`src/hw/rtl/lprm_pkg.sv`:
```
// Shared types and constants of the looping PCM resample mixer.
// No dependencies; the RTL modules and interfaces refer to it by scoped names, the testbench files import it.
`timescale 1ns / 1ps

package lprm_pkg;

  typedef enum logic [1:0] {
    CMD_WRITE = 2'd0,
    CMD_START = 2'd1,
    CMD_STOP  = 2'd2,
    CMD_MIX   = 2'd3
  } lprm_cmd_e;

  localparam int unsigned CMD_W      = 2;
  localparam int unsigned SAMPLE_W   = 16;
  localparam int unsigned ADDR_IN_W  = 16;
  localparam int unsigned FRAME_W    = 2 * SAMPLE_W;

  // Configuration register map.
  localparam int unsigned CFG_IDX_W  = 2;
  localparam int unsigned CFG_DATA_W = 20;
  localparam logic [CFG_IDX_W-1:0] REG_TOTAL_FRAMES = 2'd0;
  localparam logic [CFG_IDX_W-1:0] REG_LOOP_FRAME   = 2'd1;
  localparam logic [CFG_IDX_W-1:0] REG_STEP         = 2'd2;

  localparam int unsigned TOTAL_W = 17;
  localparam int unsigned LOOP_W  = 16;
  localparam int unsigned STEP_W  = 20;
  localparam logic [STEP_W-1:0] STEP_RESET = 20'h1_0000;

  // Integer part of the read cursor.
  localparam int unsigned INT_W = 18;

  localparam logic signed [SAMPLE_W-1:0] SAMPLE_MAX = 16'sh7FFF;
  localparam logic signed [SAMPLE_W-1:0] SAMPLE_MIN = 16'sh8000;

  // Stage control from the top level to each interpolation lane.
  typedef struct packed {
    logic adv;
    logic play;
  } lprm_lane_ctrl_t;

endpackage

```
`src/hw/rtl/lprm_interp_lane.sv`:
```
// One channel of the interpolator: multiply stage, then rounding toward zero,
// the dry-sample add and saturation. Depends on lprm_pkg.
`timescale 1ns / 1ps

module lprm_interp_lane #(
  parameter int unsigned FRAC_BITS = 16
) (
  input  logic                                 clk_i,
  input  lprm_pkg::lprm_lane_ctrl_t            ctrl_i,
  input  logic signed [lprm_pkg::SAMPLE_W-1:0] frame0_i,
  input  logic signed [lprm_pkg::SAMPLE_W-1:0] frame1_i,
  input  logic [FRAC_BITS-1:0]                 frac_i,
  input  logic signed [lprm_pkg::SAMPLE_W-1:0] dry_i,
  output logic signed [lprm_pkg::SAMPLE_W-1:0] mixed_o
);

  localparam int unsigned SW     = lprm_pkg::SAMPLE_W;
  localparam int unsigned PROD_W = FRAC_BITS + SW + 2;
  localparam int unsigned NUM_W  = FRAC_BITS + SW + 3;

  logic signed [SW:0]       diff;
  logic signed [PROD_W-1:0] diff_x;
  logic signed [PROD_W-1:0] frac_x;
  logic signed [PROD_W-1:0] prod;
  logic signed [NUM_W-1:0]  base;
  logic signed [NUM_W-1:0]  num_d;
  logic signed [NUM_W-1:0]  num_q;
  logic signed [SW-1:0]     dry_q;
  logic                     play_q;
  logic signed [NUM_W-1:0]  bias;
  logic signed [NUM_W-1:0]  adj;
  logic signed [SW:0]       smp;
  logic signed [SW+1:0]     sum;
  logic signed [SW-1:0]     sat;

  assign diff   = {frame1_i[SW-1], frame1_i} - {frame0_i[SW-1], frame0_i};
  assign diff_x = {{(PROD_W-SW-1){diff[SW]}}, diff};
  assign frac_x = {{(PROD_W-FRAC_BITS){1'b0}}, frac_i};
  assign prod   = diff_x * frac_x;
  assign base   = {{3{frame0_i[SW-1]}}, frame0_i, {FRAC_BITS{1'b0}}};
  assign num_d  = base + {prod[PROD_W-1], prod};

  always_ff @(posedge clk_i) begin
    if (ctrl_i.adv) begin
      num_q  <= num_d;
      dry_q  <= dry_i;
      play_q <= ctrl_i.play;
    end
  end

  // Adding 2^F - 1 to a negative numerator makes the arithmetic shift
  // truncate toward zero rather than toward minus infinity.
  assign bias = num_q[NUM_W-1] ? {{(NUM_W-FRAC_BITS){1'b0}}, {FRAC_BITS{1'b1}}} : '0;
  assign adj  = num_q + bias;
  assign smp  = adj[FRAC_BITS+SW:FRAC_BITS];
  assign sum  = {{2{dry_q[SW-1]}}, dry_q} + {smp[SW], smp};

  always_comb begin
    if (sum[SW+1:SW-1] == 3'b000 || sum[SW+1:SW-1] == 3'b111) begin
      sat = sum[SW-1:0];
    end else if (sum[SW+1]) begin
      sat = lprm_pkg::SAMPLE_MIN;
    end else begin
      sat = lprm_pkg::SAMPLE_MAX;
    end
  end

  assign mixed_o = play_q ? sat : dry_q;

endmodule

```
`config.mk`:
```
export PLATFORM = sky130hd
export DESIGN_NAME = lprm_interp_lane
export DESIGN_NICKNAME = d
export VERILOG_FILES = /design/src/hw/rtl/lprm_pkg.sv /design/src/hw/rtl/lprm_interp_lane.sv
export SDC_FILE = /design/constraint.sdc
export NUM_CORES = 1
export LEC_CHECK = 0
export ABC_AREA = 1
export ABC_CLOCK_PERIOD_IN_PS = 9350
export BUFFER_PORTS_ARGS = -buffer_cell sky130_fd_sc_hd__buf_2
export CORE_ASPECT_RATIO = 0.75
export CORE_MARGIN = 8
export CORE_UTILIZATION = 45
export CTS_BUF_LIST = sky130_fd_sc_hd__clkbuf_8
export CTS_CLUSTER_SIZE = 24
export DETAILED_ROUTE_END_ITERATION = 7
export PLACE_DENSITY = 0.71
export SYNTH_ARGS = -nofsm -noshare
export SYNTH_HDL_FRONTEND = slang
export SYNTH_SLANG_ARGS = --single-unit
```
`constraint.sdc`:
```
create_clock -name clk_i -period 9.35 [get_ports clk_i]
set_clock_uncertainty 0.15 [all_clocks]
set_input_delay 0.935 -clock clk_i [delete_from_list [all_inputs] [get_ports clk_i]]
set_output_delay 0.935 -clock clk_i [all_outputs]
set_load 0.01 [all_outputs]
```
==> results.ini <==
[status]
outcome = completed

[floorplan]
placementRows = 61
ios = 83
coreArea_mm2 = 0.0366
die-area_mm2 = 0.0433
die_w_um = 238
die_y_um = 182
start_util_pct = 45.2

[synth]
synth_edf_count = 51
synth_area_per_cell_um2 = 7.88
ys_types = 51
yosysWarnings = 0
synth_area_mm2 = 0.0166
syn_inst = 2102
synth_flop_cell = edfxtp_1
synth_nets = 2624
async_reset_ff_share_pct = 0
ys_seq_elements = 51
yosysSeqAreaShare_pct = 9.25

[final_layout]
n_antenna_cell = 0
final_common_cell = inv_1
final_cell_mix = inv_1 (519), nand2_1 (360), fa_1 (303), nor2_1 (275), ha_1 (152)
syn2layout_area_growth_pct = 6.10
drive_above_1_share_pct = 6.59
nNetsFinal = 2691

[sta]
slew_violations = 0
hold_viol = 0
fin_crit_sh_pct = 92.3
setup_viol_count_final = 0
grt_setup_unrepaired = no
slew_headroom_pct = 40.1
worst_slew_pin_slew_ns = 0.895
finalSetupTns_ns = 0
finalCriticalPeriod_ns = 8.63
max_freq_mhz = 116

[critical_path]
cp_common_cell = fa_1
worst_ep_arrival_time_ns = 8.56
start_kind = primary input
cp_slowest_cell = fa_1
criticalPathCategory = in2reg
crit_fanout = 14
critPathCaptureType = flip-flop
required_ns = 9.28
critPathMaxStageDelay_ns = 0.87

[global_routing]
antenna_found_initial = 0
grt_max_degree = 52
grt_pass1_vias = 14368
grt_use_total_pct = 20.9
grt_pass1_wl_um = 73300
grt-ovfl-total = 0

[cts]
holdBufCountCts = 0
cts_tree = done
cts-root-buf = clkbuf_8
cts-htree-levels = 2
cts_buffers = 5
cts.clk_slew.worst_paths_ns = 0.10
post_cts_resized = 0
clockBufferDepth = 2
post_cts_buffers = 0
cts.sinks = 51

[place]
place_congestion = 0.977
portBuffers = 82
dp_hpwl_um = 38400

[routing]
routed_wl_um = 44100
num_vias = 13738
post_drt_wl_per_cell_um = 16.7
vias_per_cell = 5.20
final_antenna_net_count = 0
drt-initial-drc-count = 1253
drt-pass1-iter-count = 6
drc_errors = 0

[flow_run]
drv_cap = 0

[worst_hold_path]
worstHoldPathCells = 1
hp-class = in2reg

metal layers:
layer	wire, µm	track usage (%)	vias up
li1	-	-	6457
met1	20000	29.7	6678
met2	19300	32.9	533
met3	3980	4.16	70
met4	922	4.66	0
met5	0	0	-
flip-flops by register name (all words and copies together) (netlist names):
| register | flops |
|---|---|
| dry_q | 16 |
| play_q | 1 |
| num_q | 34 |
layout make-up:
| type | instances | area, µm² |
|---|---|---|
| clock buffers | 5 | 68.8 |
| clock inverters | 3 | 20.0 |
| fillers | 3577 | 19100 |
| inverters | 530 | 1990 |
| multi-input cells | 1490 | 12900 |
| flip-flops and latches | 51 | 1530 |
| well taps | 472 | 591 |
| repair buffers | 91 | 478 |
cell families (layout without fill, tap and decap cells):
logic type      Yosys count  after routing  synth area share [%]
simple gates            783            783                  19.4
buf+inv                 561            629                  12.9
fa+ha+maj               456            456                  48.2
compound gates          183            183                  6.43
xor+xnor                 68             68                  3.80
flops                    51             51                  9.25
worst paths after layout:
check / startpoint / endpoint / slack [ns]
max: frame0_i[0] / num_q[28] / 0.72
min: dry_i[14] / dry_q[14] / 0.64
Yosys cell counts (4+ instances only):
cell	n	area share (%)
nand2_1	360	8.2
or2_2	4	0.15
nand2_2	13	0.49
inv_2	7	0.16
clkbuf_1	24	0.54
xor2_1	46	2.4
nand4_1	7	0.26
a31oi_1	6	0.23
nand3_2	4	0.24
fa_1	303	37
xnor2_1	19	1.0
edfxtp_1	51	9.2
a21o_1	9	0.41
nand3b_1	4	0.18
a21oi_1	95	2.9
inv_1	518	12
o211ai_1	5	0.23
o21bai_1	9	0.41
o21ai_0	42	1.3
nand3_1	81	2.4
nor2_1	275	6.2
clkinv_1	4	0.091
ha_1	152	11
nor3_1	21	0.63
worst max-delay path: cells and delay by family:
| kind | cells | cell delay (ns) |
|---|---|---|
| AOI/OAI and AO/OA | 3 | 0.57 |
| adders and majority gates | 8 | 4.06 |
| buffers and inverters | 8 | 0.98 |
| and+or+nand+nor | 14 | 1.99 |
per-stage QoR:
| stage | hold WS, ns | instance area, µm² | worst slack [ns] | instances | util (%) |
|---|---|---|---|---|---|
| floorplan | 0.884 | 16600 | 1.39 | 2102 | - |
| global placement | 0.962 | 17500 | 0.623 | 2634 | 47.7 |
| detailed placement | 0.963 | 17500 | 0.447 | 2634 | 47.7 |
| CTS | 0.629 | 17600 | 0.773 | 2642 | 48.0 |
| global route | 0.617 | 17600 | 0.00305 | 2642 | 48.0 |
| finish | 0.636 | 17600 | 0.723 | 2642 | 48.0 |
Power is left out: the tool's default activity adds up to more than one toggle a clock period on the data nets, which glitch-free logic cannot reach.
